**config.mk**
```make
export PLATFORM = sky130hd
export DESIGN_NAME = periodic_task_tick_scheduler_core
export DESIGN_NICKNAME = d
export VERILOG_FILES = /design/src/rtl/ptts_pkg.sv /design/src/rtl/ptts_ctrl.sv /design/src/rtl/ptts_dp.sv /design/src/rtl/periodic_task_tick_scheduler_core.sv
export SDC_FILE = /design/constraint.sdc
export NUM_CORES = 1
export LEC_CHECK = 0
export BUFFER_PORTS_ARGS = -buffer_cell sky130_fd_sc_hd__buf_2
export CAP_MARGIN = 20
export CORE_MARGIN = 1
export CORE_UTILIZATION = 55
export CTS_CLUSTER_DIAMETER = 120
export DETAILED_ROUTE_END_ITERATION = 12
export GPL_TIMING_DRIVEN = 0
export PLACE_DENSITY = 0.74
export SYNTH_ARGS = -nofsm -noshare
export SYNTH_HDL_FRONTEND = slang
export SYNTH_SLANG_ARGS = --single-unit
```
**constraint.sdc**
```tcl
create_clock -name clk -period 5.8 [get_ports clk]
set_input_delay 0.29 -clock clk [delete_from_list [all_inputs] [get_ports clk]]
set_output_delay 0.29 -clock clk [all_outputs]
set_load 0.01 [all_outputs]
```
**src/rtl/ptts_pkg.sv**
```systemverilog
// package for the periodic task tick scheduler
// beat types, command/status structs and codes shared by all rtl files
package ptts_pkg;

	localparam int TASK_SLOTS = 8;
	localparam int SLOT_IDX_W = (TASK_SLOTS > 1) ? $clog2(TASK_SLOTS) : 1;
	localparam int DIV_W      = 16;
	localparam int PERIOD_W   = 16;
	localparam int PADDR_W    = 3;
	localparam int PDATA_W    = 32;

	localparam logic [DIV_W-1:0] TICKS_RESET = 16'd1;

	// input command codes
	localparam logic CMD_TICK   = 1'b0;
	localparam logic CMD_CREATE = 1'b1;

	// result kind codes
	localparam logic KIND_CREATE = 1'b0;
	localparam logic KIND_FIRE   = 1'b1;

	// status codes
	localparam logic STATUS_OK           = 1'b0;
	localparam logic STATUS_NULL_HANDLER = 1'b1;

	// register word index
	localparam logic REG_TICKS_PER_STEP = 1'b0;

	typedef struct packed {
		logic                cmd;
		logic [2:0]          slot;
		logic [PERIOD_W-1:0] period;
		logic                has_handler;
	} req_t;

	typedef struct packed {
		logic       kind;
		logic       status;
		logic [2:0] task_slot;
		logic       last;
	} evt_t;

	// controller to datapath
	typedef struct packed {
		logic req_latch;
		logic create_do;
		logic tick_step;
		logic scan_start;
		logic scan_do;
	} ptts_cmd_t;

	// datapath to controller
	typedef struct packed {
		logic is_create;
		logic div_hit;
		logic out_free;
		logic fire_here;
		logic scan_end;
	} ptts_sts_t;

endpackage

```
**src/rtl/ptts_ctrl.sv**
```systemverilog
// controller state machine for the periodic task tick scheduler
// depends on ptts_pkg; drives ptts_dp through command/status structs
module ptts_ctrl (
	input  logic                clk,
	input  logic                arst_n,
	input  logic                req_valid,
	output logic                req_ready,
	input  ptts_pkg::ptts_sts_t sts,
	output ptts_pkg::ptts_cmd_t cmd
);

	typedef enum logic [1:0] {
		ST_IDLE,
		ST_DECODE,
		ST_SCAN
	} state_t;

	state_t state_q;
	state_t state_nxt;
	logic   req_ready_q;

	always_comb begin
		cmd       = '0;
		state_nxt = state_q;
		unique case (state_q)
			ST_IDLE: begin
				if (req_valid && req_ready_q) begin
					cmd.req_latch = 1'b1;
					state_nxt     = ST_DECODE;
				end
			end
			ST_DECODE: begin
				if (sts.is_create) begin
					if (sts.out_free) begin
						cmd.create_do = 1'b1;
						state_nxt     = ST_IDLE;
					end
				end else begin
					cmd.tick_step = 1'b1;
					if (sts.div_hit) begin
						cmd.scan_start = 1'b1;
						state_nxt      = ST_SCAN;
					end else begin
						state_nxt = ST_IDLE;
					end
				end
			end
			ST_SCAN: begin
				// a firing slot waits for room in the output register
				if (!sts.fire_here || sts.out_free) begin
					cmd.scan_do = 1'b1;
					if (sts.scan_end) begin
						state_nxt = ST_IDLE;
					end
				end
			end
			default: begin
				state_nxt = ST_IDLE;
			end
		endcase
	end

	always_ff @(posedge clk or negedge arst_n) begin
		if (!arst_n) begin
			state_q     <= ST_IDLE;
			req_ready_q <= 1'b1;
		end else begin
			state_q     <= state_nxt;
			req_ready_q <= (state_nxt == ST_IDLE);
		end
	end

	assign req_ready = req_ready_q;

endmodule

```
**src/rtl/ptts_dp.sv**
```systemverilog
// datapath for the periodic task tick scheduler: item latch, step divider,
// slot table, scan index and output register; depends on ptts_pkg
module ptts_dp (
	input  logic                               clk,
	input  logic                               arst_n,
	input  ptts_pkg::req_t                     req,
	input  logic                               cfg_wr,
	input  logic [ptts_pkg::DIV_W-1:0]         cfg_wdata,
	output logic [ptts_pkg::DIV_W-1:0]         ticks_per_step,
	input  ptts_pkg::ptts_cmd_t                cmd,
	output ptts_pkg::ptts_sts_t                sts,
	output logic                               evt_valid,
	input  logic                               evt_ready,
	output ptts_pkg::evt_t                     evt
);

	ptts_pkg::req_t                       item_q;
	logic [ptts_pkg::DIV_W-1:0]           tps_q;
	logic [ptts_pkg::DIV_W-1:0]           div_q;
	logic [ptts_pkg::TASK_SLOTS-1:0]      valid_q;
	logic [ptts_pkg::PERIOD_W-1:0]        period_q [ptts_pkg::TASK_SLOTS];
	logic [ptts_pkg::PERIOD_W-1:0]        cdown_q  [ptts_pkg::TASK_SLOTS];
	logic [ptts_pkg::TASK_SLOTS-1:0]      fire_mask_q;
	logic [ptts_pkg::SLOT_IDX_W-1:0]      idx_q;
	ptts_pkg::evt_t                       evt_q;
	logic                                 evt_valid_q;

	logic [ptts_pkg::TASK_SLOTS-1:0]      fire_now;
	logic [ptts_pkg::TASK_SLOTS-1:0]      mask_above;
	logic                                 slot_in_range;
	logic [ptts_pkg::SLOT_IDX_W-1:0]      wr_idx;
	logic                                 create_wr;
	logic                                 fire_emit;
	logic                                 out_free;

	always_comb begin
		for (int i = 0; i < ptts_pkg::TASK_SLOTS; i++) begin
			fire_now[i] = valid_q[i] && (cdown_q[i] == '0);
		end
	end

	assign mask_above    = (fire_mask_q >> idx_q) >> 1;
	assign slot_in_range = (32'(item_q.slot) < ptts_pkg::TASK_SLOTS);
	assign wr_idx        = ptts_pkg::SLOT_IDX_W'(item_q.slot);
	assign create_wr     = cmd.create_do && item_q.has_handler && slot_in_range;
	assign fire_emit     = cmd.scan_do && fire_mask_q[idx_q];
	assign out_free      = !evt_valid_q || evt_ready;

	assign sts.is_create = (item_q.cmd == ptts_pkg::CMD_CREATE);
	assign sts.div_hit   = (div_q == ptts_pkg::DIV_W'(1));
	assign sts.out_free  = out_free;
	assign sts.fire_here = fire_mask_q[idx_q];
	assign sts.scan_end  = (idx_q == ptts_pkg::SLOT_IDX_W'(ptts_pkg::TASK_SLOTS - 1));

	always_ff @(posedge clk) begin
		if (cmd.req_latch) begin
			item_q <= req;
		end
	end

	// divider and register
	always_ff @(posedge clk or negedge arst_n) begin
		if (!arst_n) begin
			tps_q <= ptts_pkg::TICKS_RESET;
			div_q <= ptts_pkg::TICKS_RESET;
		end else if (cfg_wr) begin
			tps_q <= cfg_wdata;
			div_q <= cfg_wdata;
		end else if (cmd.tick_step) begin
			div_q <= sts.div_hit ? tps_q : div_q - ptts_pkg::DIV_W'(1);
		end
	end

	// slot table: valid marks reset, period and countdown do not
	always_ff @(posedge clk or negedge arst_n) begin
		if (!arst_n) begin
			valid_q <= '0;
		end else if (create_wr) begin
			valid_q[wr_idx] <= 1'b1;
		end
	end

	always_ff @(posedge clk) begin
		if (create_wr) begin
			period_q[wr_idx] <= item_q.period;
			cdown_q[wr_idx]  <= item_q.period - ptts_pkg::PERIOD_W'(1);
		end else if (cmd.scan_do) begin
			if (fire_mask_q[idx_q]) begin
				cdown_q[idx_q] <= period_q[idx_q] - ptts_pkg::PERIOD_W'(1);
			end else begin
				cdown_q[idx_q] <= cdown_q[idx_q] - ptts_pkg::PERIOD_W'(1);
			end
		end
	end

	// scan index and snapshot of the slots due this step
	always_ff @(posedge clk or negedge arst_n) begin
		if (!arst_n) begin
			idx_q       <= '0;
			fire_mask_q <= '0;
		end else if (cmd.scan_start) begin
			idx_q       <= '0;
			fire_mask_q <= fire_now;
		end else if (cmd.scan_do) begin
			idx_q <= idx_q + ptts_pkg::SLOT_IDX_W'(1);
		end
	end

	// output register
	always_ff @(posedge clk or negedge arst_n) begin
		if (!arst_n) begin
			evt_valid_q <= 1'b0;
		end else if (cmd.create_do || fire_emit) begin
			evt_valid_q <= 1'b1;
		end else if (evt_ready) begin
			evt_valid_q <= 1'b0;
		end
	end

	always_ff @(posedge clk) begin
		if (cmd.create_do) begin
			evt_q.kind      <= ptts_pkg::KIND_CREATE;
			evt_q.status    <= item_q.has_handler ? ptts_pkg::STATUS_OK
			                                      : ptts_pkg::STATUS_NULL_HANDLER;
			evt_q.task_slot <= item_q.slot;
			evt_q.last      <= 1'b1;
		end else if (fire_emit) begin
			evt_q.kind      <= ptts_pkg::KIND_FIRE;
			evt_q.status    <= ptts_pkg::STATUS_OK;
			evt_q.task_slot <= 3'(idx_q);
			evt_q.last      <= (mask_above == '0);
		end
	end

	assign evt_valid      = evt_valid_q;
	assign evt            = evt_q;
	assign ticks_per_step = tps_q;

endmodule

```
**src/rtl/periodic_task_tick_scheduler_core.sv**
```systemverilog
// periodic task tick scheduler, top level: apb register port, controller and datapath
// a create answers with one status beat; a tick that ends a step scans the slots in
// order, one slot a cycle, a firing slot waiting for room in the output register
// one item at a time: req_ready stays low until the controller is back in idle
// reset: arst_n async, clears slot valid marks, loads ticks_per_step and divider with 1
module periodic_task_tick_scheduler_core (
	input  logic                          clk,
	input  logic                          arst_n,
	// request channel
	input  logic                          req_valid,
	output logic                          req_ready,
	input  ptts_pkg::req_t                req,
	// event channel
	output logic                          evt_valid,
	input  logic                          evt_ready,
	output ptts_pkg::evt_t                evt,
	// register port
	input  logic                          psel,
	input  logic                          penable,
	input  logic                          pwrite,
	input  logic [ptts_pkg::PADDR_W-1:0]  paddr,
	input  logic [ptts_pkg::PDATA_W-1:0]  pwdata,
	output logic [ptts_pkg::PDATA_W-1:0]  prdata,
	output logic                          pready
);

	ptts_pkg::ptts_cmd_t          cmd;
	ptts_pkg::ptts_sts_t          sts;
	logic                         cfg_wr;
	logic                         reg_hit;
	logic [ptts_pkg::DIV_W-1:0]   ticks_per_step;

	// one register at word 0, byte lanes ignored; other words read as zero
	assign pready  = 1'b1;
	assign reg_hit = (paddr[2] == ptts_pkg::REG_TICKS_PER_STEP);
	assign cfg_wr  = psel && penable && pwrite && pready && reg_hit;
	assign prdata  = reg_hit ? ptts_pkg::PDATA_W'(ticks_per_step) : '0;

	// controller: idle, decode of the latched item, slot scan
	ptts_ctrl u_ctrl (
		.clk       (clk),
		.arst_n    (arst_n),
		.req_valid (req_valid),
		.req_ready (req_ready),
		.sts       (sts),
		.cmd       (cmd)
	);

	// datapath: slot table, divider, scan index and event output register
	ptts_dp u_dp (
		.clk            (clk),
		.arst_n         (arst_n),
		.req            (req),
		.cfg_wr         (cfg_wr),
		.cfg_wdata      (pwdata[ptts_pkg::DIV_W-1:0]),
		.ticks_per_step (ticks_per_step),
		.cmd            (cmd),
		.sts            (sts),
		.evt_valid      (evt_valid),
		.evt_ready      (evt_ready),
		.evt            (evt)
	);

	// one item at a time: the beat just taken blocks the next one
	a_one_item: assert property (@(posedge clk) disable iff (!arst_n)
		req_valid && req_ready |=> !req_ready)
		else $error("request taken while an item is in progress");

	// a create status beat is always the only and final beat of its item
	a_create_last: assert property (@(posedge clk) disable iff (!arst_n)
		evt_valid && (evt.kind == ptts_pkg::KIND_CREATE) |-> evt.last)
		else $error("create status beat without last");

	// fire beats never carry an error status
	a_fire_ok: assert property (@(posedge clk) disable iff (!arst_n)
		evt_valid && (evt.kind == ptts_pkg::KIND_FIRE) |-> (evt.status == ptts_pkg::STATUS_OK))
		else $error("fire beat with error status");

	// a new event beat appears only while the controller is busy or just finishing
	a_no_spurious: assert property (@(posedge clk) disable iff (!arst_n)
		$rose(evt_valid) |-> $past(!req_ready))
		else $error("event beat produced while idle");

endmodule

```
==> results.py <==
metrics = {
    "clock_network": {
        "clockRootBuffer": "clkbuf_16",
        "clock_latency_ns": 0.53,
        "cts_tree": "done",
        "cts_buffers": 36,
        "cts_setup_buffers": 0,
        "cts_sinks": 338,
        "cts-htree-levels": 2,
        "clk_path_buf_depth": 3,
        "clkTransAtPathRegs_ns": 0.06,
    },
    "setup_path": {
        "critPathRequiredTime_ns": 6.01,
        "crit_fanout": 10,
        "worstSetupPathType": "reg2reg",
        "worstReg2RegEnd": "u_dp.cdown_q[0][12]",
        "reg2reg_from": "u_dp.idx_q[2]",
        "reg2reg_depth": 12,
        "reg2reg_slack_ns": 0.65,
        "crit_path_end_kind": "register",
        "worstPathArrival_ns": 5.37,
        "cp-start-kind": "register",
    },
    "drt": {
        "met3WireLength_mm": 3.49,
        "wl_met1_mm": 13.2,
        "post_drt_via_cell_ratio": 6.22,
        "drt_iter0_drc": 1187,
        "highest_layer": "met4",
        "wl_met2_mm": 17.4,
        "drc": 0,
        "first_pass_iters": 12,
        "antenna_left": 0,
        "wl_per_cell_um": 24.6,
        "num_vias": 8970,
        "wirelength_mm": 35.5,
    },
    "sta": {
        "drv_slew": 0,
        "rsz0062_at_grt": "no",
        "fmax_ghz": 0.194,
        "fin_hold_ws_ns": 0.00671,
        "fin_crit_ns": 5.15,
        "setup_violations": 0,
        "fin_crit_sh": 0.889,
        "layout_setup_ws_ns": 0.646,
        "tightest_slew_ns": 1.18,
        "slew_headroom": 0.208,
        "hold_viol_final": 0,
        "skew_ns": 0.0219,
        "fin_setup_tns_ns": 0,
    },
    "synthesis": {
        "ys_ff_latch": 338,
        "synth_cells": 918,
        "synth_seq_area_share": 0.685,
        "synth_cell_types": 63,
        "yosys.area.top_type": "edfxtp_1",
        "synth_warnings": 0,
        "syn_area_per_cell_um2": 15.7,
        "synthFlopType": "edfxtp_1",
        "synth.top_cell.area_share": 0.586,
        "synth_edf_count": 281,
        "synthTopCellsByArea": "edfxtp_1 (59%), dfrtp_1 (9.0%), mux4_2 (8.9%), nand2_1 (2.8%), mux2_2 (2.0%)",
        "syn-cell-area_um2": 14400,
        "ys_async_sr_fraction": 0.163,
    },
    "finish": {
        "fin_cells": 1442,
        "final_util": 0.665,
        "fill_cells": 1727,
        "drive_gt1_frac": 0.241,
        "multi_input_area_um2": 4290,
        "diodes": 0,
        "syn2layout_area_growth_pct": 17.4,
        "fin_nets": 1153,
        "seq_area_um2": 9860,
    },
    "floorplanning": {
        "start_util": 0.567,
        "fp.dieArea_um2": 26800,
        "die_y_um": 164,
        "die_w_um": 164,
        "rows": 58,
        "core_um2": 25400,
        "num_io_pins": 104,
    },
    "global_route": {
        "grt.total_usage": 0.273,
        "antenna_found_initial": 0,
        "grt_pass1_wl_mm": 53.1,
        "overflow": 0,
        "grt_max_degree": 35,
        "grt_pass1_vias": 8993,
    },
    "place": {
        "gp_congestion": 0.913,
        "dp_hpwl_mm": 24.1,
        "pre_cts_ws_ns": 0.286,
        "placedCellCount": 1343,
        "place.port_buffers": 68,
    },
    "pwr": {
        "p_comb_frac": 0.075,
        "power.clock.fraction": 0.396,
        "intPower_uw": 4230,
        "p_per_area_nw_per_um2": 324,
        "p_seq_frac": 0.529,
        "p_sw_uw": 1250,
        "ir_worst_vdd_v": 0.000306,
        "swShare": 0.229,
        "p_leak_uw": 0.00593,
    },
    "hold_path": {
        "hp-start": "pwdata[5]",
        "min_to": "u_dp.ticks_per_step[5]",
        "hold_depth": 3,
        "hp-class": "in2reg",
    },
    "flow_run": {
        "max-cap-violations": 0,
    },
    "run_status": {
        "outcome": "complete, no violations",
    },
}
==> timing repair <==
| action | 4_1_cts | 5_1_grt |
|---|---|---|
| resized for setup | 0 | 0 |
| endpoints found under the hold margin | 49 | 0 |
| hold buffers | 31 | 0 |
==> layout make-up <==
cell class	instances	share of cell area
timing repair buffer	114	0.0528
multi-input combinational	532	0.254
clock buffer	48	0.0573
inverter	9	0.00200
sequential	338	0.584
clock inverter	17	0.00793
tap	330	0.0244
buffer	54	0.0178
==> flip-flops by register name (all words and copies together) (netlist names), 2 cells and up <==
signal               cells
u_dp.cdown_q           128
u_dp.period_q          128
u_dp.item_q             17
u_dp.div_q              16
u_dp.ticks_per_step     16
u_dp.fire_mask_q         8
u_dp.valid_q             8
u_dp.evt                 6
u_dp.idx_q               3
u_dp.wr_idx              3
u_ctrl.state_q           2
==> power by group through the flow <==
stage | combinational (µW) | clock, µW | sequential (µW)
6_report | 410 | 2170 | 2900
5_1_grt | 449 | 2270 | 2910
3_5_place_dp | 386 | 0 | 2940
3_3_place_gp | 367 | 0 | 2930
2_1_floorplan | 261 | 0 | 2900
4_1_cts | 405 | 2200 | 2890
==> how the worst max path moves through the flow <==
| stage | startpoint | to | slack (ns) | depth (start not counted) |
|---|---|---|---|---|
| finish | u_dp.idx_q[2] | u_dp.cdown_q[0][12] | 0.65 | 12 |
| global route | u_dp.idx_q[2] | u_dp.cdown_q[0][12] | 0.50 | 12 |
| CTS | u_dp.idx_q[2] | u_dp.cdown_q[3][12] | 0.23 | 11 |
| detailed placement | u_dp.idx_q[2] | u_dp.cdown_q[5][10] | 0.29 | 10 |
| global placement | u_dp.idx_q[2] | u_dp.cdown_q[7][10] | 0.33 | 10 |
| floorplan | u_dp.idx_q[2] | u_dp.cdown_q[0][12] | 1.76 | 11 |
==> through the flow <==
stage | total power, µW | area, µm²
after floorplan | 3160 | 14400
after global placement | 3300 | 15200
after CTS | 5490 | 16800
final | 5480 | 16900
after global routing | 5620 | 16900
after detailed placement | 3320 | 15400
==> placed cells by master (no fill, tap or decap), drive strengths merged, types with 3 or more instances in the layout <==
| cell | n |
|---|---|
| mux4 | 64 |
| a22o | 4 |
| a22oi | 4 |
| a31oi | 4 |
| nor3 | 9 |
| o21ai | 24 |
| dfrtp | 52 |
| nor4 | 24 |
| xor2 | 8 |
| nor2 | 57 |
| conb | 17 |
| a222oi | 12 |
| inv | 10 |
| o22ai | 4 |
| a211oi | 7 |
| mux2 | 25 |
| ha | 5 |
| or3 | 5 |
| nand3 | 9 |
| or2 | 9 |
| clkinv | 14 |
| dlygate4sd3 | 31 |
| and2 | 10 |
| dfstp | 3 |
| a21oi | 27 |
| edfxtp | 281 |
| or4 | 10 |
| mux2i | 8 |
| nor3b | 3 |
| buf | 114 |
| nand2 | 107 |
| clkbuf | 71 |
| nand2b | 6 |
| nor2b | 23 |
| xnor2 | 11 |
| nand4 | 10 |
==> worst max-delay path: stages, from the launching register on <==
cell and delay (ns):
dfrtp_1 0.42, buf_2 0.35, buf_1 0.60, clkbuf_1 0.60
mux4_2 0.40, mux2_2 0.29, a222oi_1 0.42, buf_2 0.32
ha_1 0.22, nand3_1 0.15, or4b_4 0.58, nor2_2 0.12
xnor2_1 0.35
==> kinds of logic after synthesis <==
| family | share of synthesized area |
|---|---|
| flops | 0.685 |
| simple gates | 0.103 |
| compound gates | 0.0454 |
| mux | 0.127 |
| buf+inv | 0.0232 |
| xor+xnor | 0.0116 |
| fa+ha+maj | 0.00435 |
| other cells | 0.000522 |
==> routing by layer <==
layer,GRT usage,vias to the layer above
met2,0.463,547
met4,0.113,0
met1,0.350,4419
met3,0.0477,105
met5,0,-
li1,-,3899
==> synth_stat cells, drive strengths merged (5+ instances only) <==
master  count
clkbuf     23
and2       10
xnor2      11
nor4       24
mux2i       8
dfrtp      52
nor2       57
or3         5
nand4      10
nor3        9
or2         9
nand2b      6
o21ai      24
a222oi     12
or4        10
xor2        8
nand3       9
a21oi      27
nand2     107
a211oi      7
inv         8
ha          5
mux2       25
mux4       64
nor2b      23
edfxtp    281
buf        31
Note: power is estimated with default switching activity, not from simulation.
